File: src/rtl/core/cms_pkg.sv
// Shared constants, types and helper functions for the canonical minimizer
// signature core. No dependencies; every module of the core but cms_checker imports it.
package cms_pkg;

    localparam int MAX_SIG_LEN   = 11;
    localparam int MIN_SIG_LEN   = 4;
    localparam int LEN_W         = 4;
    localparam int WIN_W         = 2 * MAX_SIG_LEN;
    localparam int SIG_W         = WIN_W + 1;
    localparam int ADDR_W        = 3;

    localparam logic [LEN_W-1:0] SIG_LEN_RESET = 4'd9;

    // Register index, taken from the word address bit of paddr.
    localparam logic REG_SIG_LEN = 1'b0;

    // Disallowed-signature patterns.
    localparam logic [5:0] SFX_TTT     = 6'h3f;
    localparam logic [5:0] SFX_TGT     = 6'h3b;
    localparam logic [5:0] SFX_TG_MASK = 6'h3c;
    localparam logic [3:0] PAIR_MASK   = 4'hf;
    localparam logic [5:0] PFX_ACA     = 6'h04;

    typedef struct packed {
        logic [LEN_W-1:0] len;    // clamped signature length
        logic             clear;  // restart the current k-mer
    } cms_cfg_t;

    function automatic logic [LEN_W-1:0] cms_clamp_len(input logic [LEN_W-1:0] raw);
        logic [LEN_W-1:0] m;
        m = raw;
        if (m < LEN_W'(MIN_SIG_LEN)) m = LEN_W'(MIN_SIG_LEN);
        if (m > LEN_W'(MAX_SIG_LEN)) m = LEN_W'(MAX_SIG_LEN);
        return m;
    endfunction

    function automatic logic [SIG_W-1:0] cms_sentinel(input logic [LEN_W-1:0] len);
        return SIG_W'(1) << {len, 1'b0};
    endfunction

    function automatic logic [WIN_W-1:0] cms_win_mask(input logic [LEN_W-1:0] len);
        logic [SIG_W-1:0] s;
        s = cms_sentinel(len) - SIG_W'(1);
        return s[WIN_W-1:0];
    endfunction

endpackage

File: src/rtl/core/cms_apb_regs.sv
// APB-style configuration register for the signature length.
// Depends on cms_pkg; drives the clamped length and a restart pulse.
module cms_apb_regs
    import cms_pkg::*;
(
    input  logic              aclk,
    input  logic              aresetn,
    input  logic              psel,
    input  logic              penable,
    input  logic              pwrite,
    input  logic [ADDR_W-1:0] paddr,
    input  logic [31:0]       pwdata,
    output logic [31:0]       prdata,
    output logic              pready,
    output cms_cfg_t          cfg
);

    logic [LEN_W-1:0] sig_len_reg;
    logic [LEN_W-1:0] sig_len_next;
    logic             wr_en;

    assign pready = 1'b1;
    assign wr_en  = psel && penable && pwrite && (paddr[ADDR_W-1] == REG_SIG_LEN);

    always_comb begin
        sig_len_next = sig_len_reg;
        if (wr_en) begin
            sig_len_next = pwdata[LEN_W-1:0];
        end
    end

    always_ff @(posedge aclk) begin
        if (!aresetn) begin
            sig_len_reg <= SIG_LEN_RESET;
        end else begin
            sig_len_reg <= sig_len_next;
        end
    end

    // The k-mer restarts in the same edge the new length lands. During the
    // write the tracker already sees the incoming length, so the restart
    // loads the sentinel of the new length.
    assign cfg.len   = cms_clamp_len(sig_len_next);
    assign cfg.clear = wr_en;

    always_comb begin
        prdata = '0;
        if (paddr[ADDR_W-1] == REG_SIG_LEN) begin
            prdata = {{(32-LEN_W){1'b0}}, sig_len_reg};
        end
    end

endmodule

File: src/rtl/core/cms_sig_check.sv
// Allowed-signature test on one window code of the current length.
// Depends on cms_pkg; purely combinational.
module cms_sig_check
    import cms_pkg::*;
(
    input  logic [WIN_W-1:0] code,
    input  logic [LEN_W-1:0] len,
    output logic             ok
);

    logic       pair_hit;
    logic [5:0] pfx;
    logic [LEN_W-1:0] pfx_pos;

    // Every base pair below the three leading bases is checked at once.
    always_comb begin
        pair_hit = 1'b0;
        for (int j = 0; j <= MAX_SIG_LEN - 4; j++) begin
            if ((LEN_W'(j + 3) < len) && ((code[2*j +: 4] & PAIR_MASK) == 4'h0)) begin
                pair_hit = 1'b1;
            end
        end
    end

    assign pfx_pos = len - LEN_W'(3);
    assign pfx     = 6'(code >> {pfx_pos, 1'b0});

    always_comb begin
        ok = 1'b1;
        if (code[5:0] == SFX_TTT || code[5:0] == SFX_TGT
            || (code[5:0] & SFX_TG_MASK) == SFX_TG_MASK) begin
            ok = 1'b0;
        end
        if (pair_hit) begin
            ok = 1'b0;
        end
        if (pfx == 6'h00 || pfx == PFX_ACA || pfx[3:0] == 4'h0) begin
            ok = 1'b0;
        end
    end

endmodule

File: src/rtl/core/cms_track.sv
// Window state and running minimum for the k-mer in progress.
// Depends on cms_pkg and cms_sig_check; updates once per processed base.
module cms_track
    import cms_pkg::*;
(
    input  logic             aclk,
    input  logic             aresetn,
    input  cms_cfg_t         cfg,
    input  logic             step,
    input  logic [1:0]       base,
    input  logic             last,
    output logic [SIG_W-1:0] res_code,
    output logic             res_none
);

    logic [WIN_W-1:0] fwd_reg, fwd_next;
    logic [WIN_W-1:0] rev_reg, rev_next;
    logic [SIG_W-1:0] best_reg, best_next;
    logic [LEN_W-1:0] fill_reg, fill_next;

    logic [WIN_W-1:0] mask;
    logic [WIN_W-1:0] fwd_win, rev_win;
    logic [LEN_W-1:0] fill_inc;
    logic [LEN_W-1:0] top_pos;
    logic             full, fwd_ok, rev_ok;
    logic [SIG_W-1:0] best_a, best_b;
    logic [SIG_W-1:0] sent;

    assign mask    = cms_win_mask(cfg.len);
    assign sent    = cms_sentinel(cfg.len);
    assign top_pos = cfg.len - LEN_W'(1);

    // The reverse strand takes the complement of each base at the top end.
    assign fwd_win = {fwd_reg[WIN_W-3:0], base} & mask;
    assign rev_win = ({2'b00, rev_reg[WIN_W-1:2]}
                     | (WIN_W'(~base) << {top_pos, 1'b0})) & mask;

    assign fill_inc = (fill_reg < cfg.len) ? fill_reg + LEN_W'(1) : fill_reg;
    assign full     = (fill_inc >= cfg.len);

    cms_sig_check u_fwd_chk (.code(fwd_win), .len(cfg.len), .ok(fwd_ok));
    cms_sig_check u_rev_chk (.code(rev_win), .len(cfg.len), .ok(rev_ok));

    always_comb begin
        best_a = best_reg;
        if (full && fwd_ok && ({1'b0, fwd_win} < best_reg)) begin
            best_a = {1'b0, fwd_win};
        end
        best_b = best_a;
        if (full && rev_ok && ({1'b0, rev_win} < best_a)) begin
            best_b = {1'b0, rev_win};
        end
    end

    assign res_code = best_b;
    assign res_none = (best_b == sent);

    always_comb begin
        fwd_next  = fwd_reg;
        rev_next  = rev_reg;
        best_next = best_reg;
        fill_next = fill_reg;
        if (cfg.clear || (step && last)) begin
            fwd_next  = '0;
            rev_next  = '0;
            best_next = sent;
            fill_next = '0;
        end else if (step) begin
            fwd_next  = fwd_win;
            rev_next  = rev_win;
            best_next = best_b;
            fill_next = fill_inc;
        end
    end

    always_ff @(posedge aclk) begin
        if (!aresetn) begin
            fwd_reg  <= '0;
            rev_reg  <= '0;
            best_reg <= cms_sentinel(cms_clamp_len(SIG_LEN_RESET));
            fill_reg <= '0;
        end else begin
            fwd_reg  <= fwd_next;
            rev_reg  <= rev_next;
            best_reg <= best_next;
            fill_reg <= fill_next;
        end
    end

endmodule

File: src/rtl/core/canonical_minimizer_signature_core.sv
// Top level of the canonical minimizer signature core: input register,
// window tracker, result register and configuration port (cms_pkg, cms_*).
//
//  Channel   Ports                     Payload
//  --------  ------------------------  ---------------------------------------
//  input     s_tvalid/s_tready         s_tdata[1:0] base, s_tlast last base
//  result    m_tvalid/m_tready         m_tdata[22:0] signature, m_tuser none
//  config    psel/penable/pwrite/...   signature_len at byte address 0
//
// One base is taken per cycle while s_tready is high; the window update, both strand tests and the
// minimum compare close through the tracker state registers.
// The result register loads when the last base of a k-mer steps out of the input
// register into the tracker, and m_tvalid rises together with it.
// Reset is synchronous and clears the channel valids and the k-mer state.
// s_tready drops only while a last base waits for a full result register.
module canonical_minimizer_signature_core
    import cms_pkg::*;
(
    input  logic              aclk,
    input  logic              aresetn,
    input  logic              s_tvalid,
    output logic              s_tready,
    input  logic [7:0]        s_tdata,   // [1:0] base
    input  logic              s_tlast,
    output logic              m_tvalid,
    input  logic              m_tready,
    output logic [23:0]       m_tdata,   // [22:0] signature
    output logic              m_tuser,   // [0] none_allowed
    input  logic              psel,
    input  logic              penable,
    input  logic              pwrite,
    input  logic [ADDR_W-1:0] paddr,
    input  logic [31:0]       pwdata,
    output logic [31:0]       prdata,
    output logic              pready
);

    cms_cfg_t         cfg;
    logic             in_valid_reg, in_valid_next;
    logic [1:0]       in_base_reg;
    logic             in_last_reg;
    logic             out_valid_reg, out_valid_next;
    logic [SIG_W-1:0] out_sig_reg;
    logic             out_none_reg;
    logic             step;
    logic             s_xfer;
    logic [SIG_W-1:0] res_code;
    logic             res_none;

    cms_apb_regs u_regs (
        .aclk    (aclk),
        .aresetn (aresetn),
        .psel    (psel),
        .penable (penable),
        .pwrite  (pwrite),
        .paddr   (paddr),
        .pwdata  (pwdata),
        .prdata  (prdata),
        .pready  (pready),
        .cfg     (cfg)
    );

    // A base moves on unless it ends a k-mer and the result slot is still full.
    assign step     = in_valid_reg && (!in_last_reg || !out_valid_reg || m_tready);
    assign s_tready = !in_valid_reg || step;
    assign s_xfer   = s_tvalid && s_tready;

    cms_track u_track (
        .aclk     (aclk),
        .aresetn  (aresetn),
        .cfg      (cfg),
        .step     (step),
        .base     (in_base_reg),
        .last     (in_last_reg),
        .res_code (res_code),
        .res_none (res_none)
    );

    always_comb begin
        in_valid_next = in_valid_reg;
        if (s_xfer) begin
            in_valid_next = 1'b1;
        end else if (step) begin
            in_valid_next = 1'b0;
        end
        out_valid_next = out_valid_reg;
        if (step && in_last_reg) begin
            out_valid_next = 1'b1;
        end else if (m_tready) begin
            out_valid_next = 1'b0;
        end
    end

    always_ff @(posedge aclk) begin
        if (!aresetn) begin
            in_valid_reg  <= 1'b0;
            out_valid_reg <= 1'b0;
        end else begin
            in_valid_reg  <= in_valid_next;
            out_valid_reg <= out_valid_next;
        end
    end

    always_ff @(posedge aclk) begin
        if (s_xfer) begin
            in_base_reg <= s_tdata[1:0];
            in_last_reg <= s_tlast;
        end
        if (step && in_last_reg) begin
            out_sig_reg  <= res_code;
            out_none_reg <= res_none;
        end
    end

    assign m_tvalid = out_valid_reg;
    assign m_tdata  = {{(24-SIG_W){1'b0}}, out_sig_reg};
    assign m_tuser  = out_none_reg;

endmodule

File: config.mk
export PLATFORM = sky130hd
export DESIGN_NAME = canonical_minimizer_signature_core
export DESIGN_NICKNAME = d
export VERILOG_FILES = /design/src/rtl/core/cms_pkg.sv /design/src/rtl/core/cms_apb_regs.sv /design/src/rtl/core/cms_sig_check.sv /design/src/rtl/core/cms_track.sv /design/src/rtl/core/canonical_minimizer_signature_core.sv
export SDC_FILE = /design/constraint.sdc
export NUM_CORES = 1
export LEC_CHECK = 0
export ABC_CLOCK_PERIOD_IN_PS = 25400
export BUFFER_PORTS_ARGS = -buffer_cell sky130_fd_sc_hd__buf_2
export CAP_MARGIN = 20
export CORE_UTILIZATION = 25
export DETAILED_ROUTE_END_ITERATION = 10
export PLACE_DENSITY_LB_ADDON = 0.25
export SKIP_CTS_REPAIR_TIMING = 1
export SYNTH_ARGS = -nofsm -noshare
export SYNTH_HDL_FRONTEND = slang
export SYNTH_SLANG_ARGS = --single-unit
export TNS_END_PERCENT = 100
File: constraint.sdc
create_clock -name aclk -period 25.4 [get_ports aclk]
set_input_delay 5.08 -clock aclk [delete_from_list [all_inputs] [get_ports aclk]]
set_output_delay 5.08 -clock aclk [all_outputs]
set_load 0.02 [all_outputs]
# Yosys cells after proc, flatten, opt, wreduce, memory -nomap -nowiden
# Index checks and enable logic that the tools add are counted.
word_totals:
  register_bits: 102
  wordCells: 148
  input_bits: 51
  out_inout_bits: 60
classes:
  bitwise: 6
  shifts: 4
  add_sub_neg: 4
  reduce_logical: 65
  muxes: 35
  eq_ne: 9
  magnitude_cmp: 14
op_table:
  columns: ["op", "count"]
  rows:
  - ["23-bit 2-to-1 mux", 4]
  - ["4-bit logical NOT", 18]
  - ["22-bit by 23-bit less-than comparator with 1-bit output", 2]
  - ["22-bit bitwise AND", 2]
  - ["22-bit by 5-bit >> shifter with 6-bit output", 2]
  - ["1-bit logical AND", 26]
  - ["1-bit 2-to-1 mux", 26]
  - ["6-bit equality test (second input constant)", 4]
  - ["23-bit equality test", 1]
  - ["1-bit by 5-bit << shifter with 23-bit output (first input constant)", 1]
  - ["2-bit inverter with 22-bit output", 1]
  - ["20-bit by 22-bit bitwise OR with 22-bit output", 1]
  - ["22-bit by 5-bit << shifter with 22-bit output", 1]
  - ["22-bit by 1-bit subtractor with 22-bit output (second input constant)", 1]
  - ["4-bit 2-to-1 mux", 5]
  - ["3-bit by 4-bit less-than comparator with 1-bit output (first input constant)", 4]
  - ["6-bit by 3-bit equality test with 1-bit output (second input constant)", 2]
  - ["6-bit logical NOT", 2]
  - ["1-bit logical OR", 12]
  - ["4-bit less-than comparator (first input constant)", 3]
  - ["4-bit equality test (second input constant)", 2]
  - ["2-bit nonzero test", 3]
  - ["4-bit by 1-bit adder with 4-bit output (second input constant)", 1]
  - ["4-bit greater-or-equal comparator", 1]
  - ["9 further kinds", 12]

# Longest topological paths before layout
# Gate-level depths: netlist of the first run.
depth:
  ltp_word: 31
  mapped_depth: 44
  ltp_nobuf: 38

# By module
# From an unflattened synthesis of the first run, not the netlist that was laid out.
unflattened:
  cells_unflattened: 964
  hier_area_um2: 7782.5
by_module_without_submodules:
  columns: ["module", "instances", "area_each_um2", "cells_per_inst", "seq_area_each_um2"]
  rows:
  - ["cms_track", 1, 5491.5, 733, 1341.3]
  - ["canonical_minimizer_signature_core", 1, 939.7, 41, 850.8]
  - ["cms_sig_check", 2, 420.4, 64, 0.0]
  - ["cms_apb_regs", 1, 510.5, 62, 80.1]

# Worst setup path after synthesis of the first run
# OpenSTA, ideal clock, no wires.
synth_path:
  path_type: "input port to flip-flop"
  startpoint: "in paddr[2]"
  endpoint: "reg out_none_reg (netlist: m_tuser), data pin"
  setup_time_ns: 0.257
  arrival_time_ns: 13.291
  setup_slack_ns: 11.852
  stages: 40
  required_time_ns: 25.143
  n_path_buf: 6
  cell_sequence: "nand4b_1 -> clkbuf_1 -> clkbuf_1 -> o31ai_1 -> inv_1 -> ha_1 -> ha_1 -> clkbuf_1 -> and2_1 -> buf_6 -> inv_4 -> ha_1 -> nor3b_1 -> xnor2_1 -> mux2_2 -> nor2_1 -> ha_1 -> a21o_1 -> [... 4 more ...] -> nand4_2 -> nor2_2 -> buf_2 -> mux2i_1 -> ha_1 -> a21o_1 -> a21o_1 -> a21oi_1 -> o21ai_0 -> a31oi_1 -> o21ai_0 -> or4_1 -> a31o_1 -> buf_6 -> nor3b_1 -> o31a_1 -> a211o_1 -> o2111a_1"
synth_between:
  elab_chain_len: 29
  elab_cells_between_ends: 111
  classes_between: "add/sub (3); order compare (14); eq/ne (9); shift (4); mux (28); bitwise (4); reduce/logical (49)"
synth_lines:
  columns: ["item", "line", "rtl"]
  rows:
  - ["start: declaration", "canonical_minimizer_signature_core.sv:32", "input logic [ADDR_W-1:0] paddr,"]
  - ["1-bit inverter *", "cms_apb_regs.sv:23", "assign wr_en = psel && penable && pwrite && (paddr[ADDR_W-1] == REG_SIG_LEN);"]
  - ["1-bit logical AND *", "cms_apb_regs.sv:23", null]
  - ["4-bit 2-to-1 mux *", "cms_apb_regs.sv:27", "if (wr_en) begin"]
  - ["4-bit by 3-bit less-than comparator with 1-bit output", "cms_pkg.sv:32", "if (m < LEN_W'(MIN_SIG_LEN)) m = LEN_W'(MIN_SIG_LEN);"]
  - ["4-bit 2-to-1 mux *", "cms_pkg.sv:32", null]
  - ["4-bit greater-than comparator", "cms_pkg.sv:33", "if (m > LEN_W'(MAX_SIG_LEN)) m = LEN_W'(MAX_SIG_LEN);"]
  - ["4-bit 2-to-1 mux *", "cms_pkg.sv:33", null]
  - ["1-bit by 5-bit << shifter with 23-bit output", "cms_pkg.sv:38", "return SIG_W'(1) << {len, 1'b0};"]
  - ["[... 13 more ...]", null, null]
  - ["1-bit 2-to-1 mux", "cms_sig_check.sv:37", "if (pfx == 6'h00 || pfx == PFX_ACA || pfx[3:0] == 4'h0) begin"]
  - ["1-bit logical AND (2 in series)", "cms_track.sv:46", "if (full && fwd_ok && ({1'b0, fwd_win} < best_reg)) begin"]
  - ["23-bit 2-to-1 mux", "cms_track.sv:46", null]
  - ["22-bit by 23-bit less-than comparator with 1-bit output", "cms_track.sv:50", "if (full && rev_ok && ({1'b0, rev_win} < best_a)) begin"]
  - ["1-bit logical AND", "cms_track.sv:50", null]
  - ["23-bit 2-to-1 mux", "cms_track.sv:50", null]
  - ["23-bit equality test *", "cms_track.sv:56", "assign res_none = (best_b == sent);"]
  - ["net res_none", "canonical_minimizer_signature_core.sv:48", "logic res_none;"]
  - ["end signal: assignment", "canonical_minimizer_signature_core.sv:111", "out_none_reg <= res_none;"]
  - ["end: declaration", "canonical_minimizer_signature_core.sv:44", "logic out_none_reg;"]
# The timed path passes the listed nets; every way through them passes the cells marked *.
# A chain may end at the register's enable or synchronous reset.

# Worst setup path in the final report of the first run
layout_path:
  startpoint: "in paddr[2]"
  endpoint: "reg out_none_reg (netlist: m_tuser), data pin"
layout_between:
  elab_chain_len: 29
  elab_cells_between_ends: 111
  classes_between: "add/sub (3); order compare (14); eq/ne (9); shift (4); mux (28); bitwise (4); reduce/logical (49)"
layout_lines:
  columns: ["item", "line", "rtl"]
  rows:
  - ["1-bit inverter *", "cms_apb_regs.sv:23", null]
  - ["1-bit logical AND *", "cms_apb_regs.sv:23", null]
  - ["4-bit 2-to-1 mux *", "cms_apb_regs.sv:27", null]
  - ["4-bit by 3-bit less-than comparator with 1-bit output", "cms_pkg.sv:32", null]
  - ["4-bit 2-to-1 mux *", "cms_pkg.sv:32", null]
  - ["4-bit greater-than comparator", "cms_pkg.sv:33", null]
  - ["4-bit 2-to-1 mux *", "cms_pkg.sv:33", null]
  - ["1-bit by 5-bit << shifter with 23-bit output", "cms_pkg.sv:38", null]
  - ["[... 14 more ...]", null, null]
  - ["1-bit logical AND (2 in series)", "cms_track.sv:46", null]
  - ["23-bit 2-to-1 mux", "cms_track.sv:46", null]
  - ["22-bit by 23-bit less-than comparator with 1-bit output", "cms_track.sv:50", null]
  - ["1-bit logical AND", "cms_track.sv:50", null]
  - ["23-bit 2-to-1 mux *", "cms_track.sv:50", null]
  - ["net res_code[2]", "canonical_minimizer_signature_core.sv:47", "logic [SIG_W-1:0] res_code;"]
  - ["23-bit equality test *", "cms_track.sv:56", null]
  - ["net res_none", "canonical_minimizer_signature_core.sv:48", null]
# Marked as above.

==> results.toml, run 1 <==
[critical_path]
critical_path_required_ns = 25.63
crit_top_cell = "ha_1"
cpMaxStageDelayCell = "o31ai_1"
endpoint_kind = "flop"
cp-start-kind = "input port"
cp_top_family = "simple AND/OR/NAND/NOR gates"
crit_path_max_fanout = 45
critPathArrivalTime_ns = 16.03
critPathBufInv = 7
slowest_delay_ns = 0.76
crit_type = "in2reg"

[yosys]
ys_seq_elements = 100
ys.flop_type = "dfxtp_1"
synth_top_area_cell = "dfxtp_1"
synth_cells = 1061
ys_top_cells_by_count = "112 x nand2_1, 101 x a21oi_1, 90 x nor2_1"
avgSynthCellArea_um2 = 7.81
yosysMostFrequentCell = "nand2_1"
yosys_warnings = 0
synth_area_um2 = 8290
synth-seq-area-share_pct = 27.4
synth_edf_count = 27
synthArstFlopShare_pct = 0
yosysUniqueCellTypes = 82
yosys-top-cells-area = "dfxtp_1 18%, edfxtp_1 9.8%, ha_1 9.1%, a21oi_1 6.1%, nand2_1 5.1%"
yosys.area.top_type_share_pct = 17.6

[die]
die_area_um2 = 33900
initial_core_util_pct = 25.5
num_io_pins = 111
core_area_um2 = 32500
die-width_um = 184
rows = 66
die_h_um = 184

[clock_tree]
clockBufferDepth = 2
cts_htree_levels = 3
cts_sinks = 100
clk_pin_slew_worst_paths_ns = 0.08
cts_made_buffers = 9
cts_tree = "yes"
clk_latency_ns = 0.38
root_buffer = "clkbuf_16"

[power]
power_density_nw_per_um2 = 48.5
total_leakage_power_uw = 0.00383
vdd_drop_max_mv = 0.0340

[global_route]
track_usage_pct = 18.4
grt-ovfl-total = 0
grt_pass1_vias = 7371
grt_max_degree = 54
antenna_found_initial = 1
grt_pass1_wl_mm = 46.4

[route]
drc_errors = 0
drt_wl_total_mm = 30.4
drtIter0Drc = 812
avgRoutedWirePerCell_um = 20.1
via_per_inst = 5.25
drt_pre_antenna_iters = 7
ant_nets = 0
vias = 7964

[sta]
slew_viol_final = 0
final.setup.tns_ns = 0
fin_crit_ns = 15.80
fmaxAchievable_mhz = 63.3
hold_viol_final = 0
setup_ws_ns = 9.60
finClkSkew_ns = 0.0152
rsz0062_at_grt = "no"
fin_crit_sh_pct = 62.2
slew_headroom_pct = 30.3
setup_violations = 0
tightest_slew_ns = 1.05

[flow_run]
cap_violations = 0

[placed_design]
dp_slack_ns = 9.47
gp_congestion = 0.921
dpl.hpwl_mm = 22.3
port-buffer-count = 44

[status]
outcome = "finished clean"

[layout]
nets = 1181
final_util_pct = 28.1
drive_gt1_share_pct = 10.7
fill_cells = 3591
n_antenna_cell = 0
syn2layout_area_growth_pct = 10.3

[worst_hold_path]
hp-class = "reg2reg"
-- path summary, 6_finish.rpt --
check                             start                  end  slack [ns]  cells past startpoint
setup reg to reg  u_regs.sig_len_reg[2]              m_tuser       14.05                     37
hold reg to reg     u_track.fwd_reg[15]  u_track.fwd_reg[15]        0.46                      2
setup / recovery               paddr[2]              m_tuser        9.60                     39
hold / removal      u_track.fwd_reg[15]  u_track.fwd_reg[15]        0.46                      2
-- cell type report --
cell class	instances	area, µm²	share of cell area [%]
inverter	66	250	2.74
multi-input combinational	823	5330	58.3
clock buffer	10	229	2.50
sequential	100	2270	24.9
timing repair buffer	70	415	4.54
clock inverter	6	87.6	0.958
tap	442	553	6.05
-- kinds of logic (layout without fill, tap and decap cells) --
logic type	Yosys count	after routing	share of synthesized area, %
AND/OR/NAND/NOR	361	361	21.1
AO/OA/AOI/OAI	307	307	24.8
buffers and inverters	167	152	9.56
flip-flops	100	100	27.4
adder cells (fa/ha/maj)	63	63	9.42
multiplexers	47	47	6.12
XOR/XNOR	14	14	1.48
other	2	31	0.0906
-- routing by layer --
metal	GRT usage (%)	routed length, µm	up-vias	part of all wire, %
li1	-	-	3794	-
met2	27.2	12800	337	42
met3	3.47	2290	54	7.5
met1	26.2	14400	3779	47
met5	0	0	-	0
met4	6.70	887	0	2.9
-- stage by stage --
| step | total power [µW] | instances | area (µm²) | hold WS [ns] |
|---|---|---|---|---|
| 4_1_cts | 447 | 1517 | 9140 | 0.460 |
| 2_1_floorplan | 255 | 1090 | 8400 | 0.432 |
| 3_5_place_dp | 289 | 1501 | 8820 | 0.450 |
| 5_1_grt | 466 | 1517 | 9140 | 0.474 |
| 6_report | 443 | 1517 | 9140 | 0.461 |
| 3_3_place_gp | 289 | 1501 | 8820 | 0.440 |
-- power by group --
| part | internal, µW | total (µW) | switching, µW | leakage [µW] |
|---|---|---|---|---|
| sequential | 167 | 172 | 4.14 | 0.000855 |
| clock | 86.7 | 155 | 68.0 | 0.000157 |
| combinational | 38.5 | 117 | 78.4 | 0.00281 |
| total | 293 | 443 | 151 | 0.00383 |
-- cells in the final DEF, fill, tap and decap left out, drive strengths merged, types with 6 or more instances in the layout --
cell	netlist	final
dfxtp	73	73
a211oi	14	14
and2	8	8
a21oi	101	101
nand2	112	112
a21o	22	22
and3	10	10
mux2i	37	37
o21a	7	7
clkbuf	54	10
nand3	19	19
nor2	91	91
nor3b	10	10
nand4	19	19
mux2	10	10
o31ai	11	11
o211ai	13	13
xnor2	11	11
edfxtp	27	27
o211a	10	10
nor2b	25	25
o21ai	41	41
buf	47	70
inv	64	65
nor3	32	32
o31a	7	7
a22oi	19	19
o221ai	7	7
o22ai	6	6
conb	2	31
ha	60	60
-- worst register-to-register path: cells and delay by family, from the launching register on --
| family | cells | cell delay (ns) |
|---|---|---|
| AO/OA/AOI/OAI | 10 | 2.35 |
| XOR/XNOR | 1 | 0.11 |
| adder cells (fa/ha/maj) | 6 | 1.81 |
| buffers and inverters | 5 | 1.13 |
| flip-flops | 1 | 0.71 |
| multiplexers | 4 | 1.70 |
| AND/OR/NAND/NOR | 11 | 3.41 |
Power figures use the tool's default switching activity.
==> run 2, diff against run 1 <==
--- a/config.mk
+++ b/config.mk
@@ -5,7 +5,7 @@
 export SDC_FILE = /design/constraint.sdc
 export NUM_CORES = 1
 export LEC_CHECK = 0
-export ABC_CLOCK_PERIOD_IN_PS = 25400
+export ABC_CLOCK_PERIOD_IN_PS = 13400
 export BUFFER_PORTS_ARGS = -buffer_cell sky130_fd_sc_hd__buf_2
 export CAP_MARGIN = 20
 export CORE_UTILIZATION = 25
==> constraint.sdc (replaced) <==
create_clock -name aclk -period 13.4 [get_ports aclk]
set_input_delay 2.68 -clock aclk [delete_from_list [all_inputs] [get_ports aclk]]
set_output_delay 2.68 -clock aclk [all_outputs]
set_load 0.02 [all_outputs]
==> run 2 against run 1 <==
Clock power increased by 91%; worst hold slack got worse by 0.0074 ns; die area unchanged; non-clock buffer count increased by 8; combinational power increased by 91%; global-route usage increased by 0.30 points; clock skew increased by 0.0026 ns; critical endpoint unchanged; largest power group unchanged.
==> results.toml, run 2 (same netlist as run 1, synthesis figures left out) <==
[power]
total_leakage_power_uw = 0.00386
vdd_drop_max_mv = 0.0570
power_density_nw_per_um2 = 91.8
total_power_uw = 845

[clock_tree]
cts_htree_levels = 3
cts_sinks = 100
root_buffer = "clkbuf_16"
cts_tree = "yes"
clk_latency_ns = 0.38
cts_made_buffers = 9
clockBufferDepth = 2
clk_pin_slew_worst_paths_ns = 0.07

[layout]
drive_gt1_share_pct = 11.3
layout_commonest_cell = "nand2_1"
final_cell_count_no_fill = 1525
nets = 1189
n_antenna_cell = 0
final_cell_mix = "111 x nand2_1, 101 x a21oi_1, 90 x nor2_1"
syn2layout_area_growth_pct = 11.1

[global_route]
grt_pass1_wl_mm = 47.0
grt-ovfl-total = 0
use_met1_pct = 26.6
track_usage_pct = 18.7
grt_pass1_vias = 7469
antenna_found_initial = 0
use_met3_pct = 2.77
gr-max-usage-layer = "met2"
use_met2_pct = 28.5
grt_max_degree = 54

[sta]
fin_crit_ns = 12.14
tightest_slew_ns = 0.904
slew_headroom_pct = 39.7
slew_viol_final = 0
whs_ns = 0.454
fin_crit_sh_pct = 90.6
rsz0062_at_grt = "no"
finClkSkew_ns = 0.0178
final.setup.tns_ns = 0
fmaxAchievable_mhz = 82.3
hold_viol_final = 0
setup_violations = 0

[die]
rows = 66
die_area_um2 = 33900
die_h_um = 184
initial_core_util_pct = 25.5
num_io_pins = 111
die-width_um = 184
core_area_um2 = 32500

[flow_run]
cap_violations = 0

[placed_design]
port-buffer-count = 44
gp_congestion = 0.932
place_inst = 1509
dpl.hpwl_mm = 23.0

[status]
outcome = "finished clean"

[route]
via_per_inst = 5.26
vias = 8025
drt_pre_antenna_iters = 6
drt_wl_total_mm = 31.3
drtIter0Drc = 662
avgRoutedWirePerCell_um = 20.5
drc_errors = 0
ant_nets = 0

[critical_path]
slowest_delay_ns = 0.60
crit_top_cell = "ha_1"
endpoint_kind = "flop"
crit_type = "in2reg"
cpMaxStageDelayCell = "mux2_2"
cp-start-kind = "input port"
critPathArrivalTime_ns = 12.37
crit_path_max_fanout = 27
critical_path_required_ns = 13.63

[worst_hold_path]
hp-class = "reg2reg"
[run 2: cell types whose count changed in the layout (fill, tap and decap cells not counted)]
cell	previous run	this run
buf_4	26	34
clkinv_2	2	0
clkinv_1	2	3
clkinv_4	1	2
clkinvlp_4	0	1
inv_6	1	0
[run 2: layout make-up]
type / instances / area [µm²]
fill: 3607 / 23300
clock inverter: 6 / 88.8
tap: 442 / 553
inverter: 66 / 250
sequential: 100 / 2270
multi-input combinational: 823 / 5330
clock buffer: 10 / 229
timing repair buffer: 78 / 475
[run 2: final timing paths]
path,cells past startpoint,to,slack [ns],start
max,34,m_tuser,1.26,pwdata[2]
min,2,u_track.rev_reg[4],0.45,u_track.rev_reg[4]
max reg2reg,33,m_tuser,3.14,u_regs.sig_len_reg[2]
min reg2reg,2,u_track.rev_reg[4],0.45,u_track.rev_reg[4]
[run 2: critical path, delay by kind of cell]
| kind | cells | cell delay, ns |
|---|---|---|
| buffers and inverters | 4 | 1.05 |
| AO/OA/AOI/OAI | 8 | 1.76 |
| adder cells (fa/ha/maj) | 6 | 1.89 |
| XOR/XNOR | 1 | 0.10 |
| AND/OR/NAND/NOR | 11 | 3.18 |
| multiplexers | 4 | 1.68 |
[run 2: stage by stage]
| step | cell area [µm²] | setup slack, ns | utilization [%] |
|---|---|---|---|
| 6_report | 9200 | 1.26 | 28.3 |
| 5_1_grt | 9200 | 0.792 | 28.3 |
| 4_1_cts | 9200 | 1.49 | 28.3 |
| 3_5_place_dp | 8880 | 1.10 | 27.3 |
| 3_3_place_gp | 8880 | 1.08 | 27.3 |
| 2_1_floorplan | 8400 | 2.25 | - |
[run 2: routing by layer]
| layer | wire (µm) | share of wire [%] |
|---|---|---|
| met2 | 13400 | 43 |
| met1 | 15000 | 48 |
| met3 | 2160 | 6.9 |
| met5 | 0 | 0 |
| met4 | 692 | 2.2 |
[run 2: power breakdown]
part | switching [µW] | total (µW) | internal [µW] | leakage [µW]
clock network | 132 | 296 | 164 | 0.000150
logic | 150 | 224 | 73.5 | 0.00285
registers | 8.01 | 325 | 317 | 0.000855
total | 290 | 845 | 555 | 0.00386
==> run 3, diff against run 2 <==
--- a/config.mk
+++ b/config.mk
@@ -5,7 +5,7 @@
 export SDC_FILE = /design/constraint.sdc
 export NUM_CORES = 1
 export LEC_CHECK = 0
-export ABC_CLOCK_PERIOD_IN_PS = 13400
+export ABC_CLOCK_PERIOD_IN_PS = 13600
 export BUFFER_PORTS_ARGS = -buffer_cell sky130_fd_sc_hd__buf_2
 export CAP_MARGIN = 20
 export CORE_UTILIZATION = 25
==> constraint.sdc (replaced) <==
create_clock -name aclk -period 13.6 [get_ports aclk]
set_input_delay 2.72 -clock aclk [delete_from_list [all_inputs] [get_ports aclk]]
set_output_delay 2.72 -clock aclk [all_outputs]
set_load 0.02 [all_outputs]
==> run 3 against run 2 <==
Design area about the same; register-to-register slack gained 0.53 ns; sequential share of layout area barely moved; worst hold slack gained 0.0072 ns; sequential power down 2%; flip-flop and latch count unchanged; critical endpoint unchanged.
==> results.toml, run 3 (same netlist as run 1, synthesis figures left out) <==
[sta]
slew_headroom_pct = 37.2
final.setup.tns_ns = 0
whs_ns = 0.461
fin_crit_sh_pct = 88.7
fmaxAchievable_mhz = 82.9
hold_viol_final = 0
tightest_slew_ns = 0.932
setup_violations = 0
rsz0062_at_grt = "no"
finClkSkew_ns = 0.0105
fin_crit_ns = 12.06
slew_viol_final = 0
setup_ws_ns = 1.54

[clock_tree]
cts_made_buffers = 9
cts_htree_levels = 3
cts_tree = "yes"
clk_latency_ns = 0.37
cts_sinks = 100
clockBufferDepth = 2
clk_pin_slew_worst_paths_ns = 0.08
root_buffer = "clkbuf_16"

[layout]
syn2layout_area_growth_pct = 11.0
n_antenna_cell = 0
register_area_um2 = 2270
drive_gt1_share_pct = 11.4
layout_commonest_cell = "nand2_1"
fill_cells = 3600
nets = 1189
multi_input_area_um2 = 5330
design_area_um2 = 9200
final_cell_count_no_fill = 1525
final_cell_mix = "111 x nand2_1, 101 x a21oi_1, 90 x nor2_1"

[placed_design]
port-buffer-count = 44
gp_congestion = 0.934
place_inst = 1509
placed_area_um2 = 8880
dpl.hpwl_mm = 23.0
dp_slack_ns = 1.36

[critical_path]
crit_type = "in2reg"
crit_path_max_fanout = 27
critical_path_required_ns = 13.83
crit_top_cell = "ha_1"
slowest_delay_ns = 0.52
cpMaxStageDelayCell = "mux2i_1"
cp-start-kind = "input port"
endpoint_kind = "flop"
critPathArrivalTime_ns = 12.29

[global_route]
grt_pass1_vias = 7418
use_met2_pct = 28.5
gr-max-usage-layer = "met2"
use_met1_pct = 26.6
track_usage_pct = 18.6
grt-ovfl-total = 0
use_met3_pct = 2.73
grt_pass1_wl_mm = 47.4
grt_max_degree = 54
antenna_found_initial = 0

[worst_hold_path]
hp-class = "reg2reg"

[power]
power_density_nw_per_um2 = 89.4
vdd_drop_max_mv = 0.0599
total_leakage_power_uw = 0.00386

[die]
num_io_pins = 111
die_h_um = 184
die_area_um2 = 33900
die-width_um = 184
initial_core_util_pct = 25.5
rows = 66
core_area_um2 = 32500

[route]
vias = 8115
ant_nets = 0
drt_pre_antenna_iters = 8
drt_wl_total_mm = 31.2
via_per_inst = 5.32
drc_errors = 0
drtIter0Drc = 752
avgRoutedWirePerCell_um = 20.4

[flow_run]
cap_violations = 0

[status]
outcome = "finished clean"
-- run 3: cell count changes in the layout (fill, tap and decap cells not counted), sizes merged --
cell and delta:
clkinv +1, bufinv -1, clkbuf -1, inv +2, clkinvlp -1
-- run 3: final timing paths --
check                                           start             endpoint  slack (ns)  depth (start not counted)
worst max register to register  u_regs.sig_len_reg[2]              m_tuser        3.67                         37
worst max-delay path                         paddr[2]              m_tuser        1.54                         37
worst min register to register    u_track.fwd_reg[18]  u_track.fwd_reg[18]        0.46                          2
worst min-delay path              u_track.fwd_reg[18]  u_track.fwd_reg[18]        0.46                          2
-- run 3: final cells by class --
type	instances	share of cell area, %
clock inverter	7	0.925
tap	442	6.01
timing repair buffer	78	5.17
sequential	100	24.7
multi-input combinational	823	58.0
inverter	66	2.72
clock buffer	9	2.45
-- run 3: power by group --
| part | total, µW | leakage [µW] | switching [µW] | internal, µW |
|---|---|---|---|---|
| sequential | 320 | 0.000855 | 7.77 | 313 |
| combinational | 220 | 0.00285 | 148 | 72.5 |
| clock | 282 | 0.000152 | 135 | 146 |
-- run 3: metrics by stage --
stage                     utilization (%)  power [µW]
after floorplan                         -         477
after CTS                            28.3         825
after detailed placement             27.3         541
final                                28.3         822
after global placement               27.3         542
after global routing                 28.3         861
-- run 3: critical path, delay by kind of cell --
kind                     cells  cell delay [ns]
XOR/XNOR                     1             0.15
adder cells (fa/ha/maj)      5             1.42
AO/OA/AOI/OAI                8             1.69
multiplexers                 3             1.25
AND/OR/NAND/NOR             13             3.42
buffers and inverters        7             1.59
-- run 3: layer usage --
layer / up-vias / wire length, µm
met5: - / 0
met4: 0 / 786
met3: 52 / 1940
met2: 326 / 13600
met1: 3924 / 14900
li1: 3813 / -
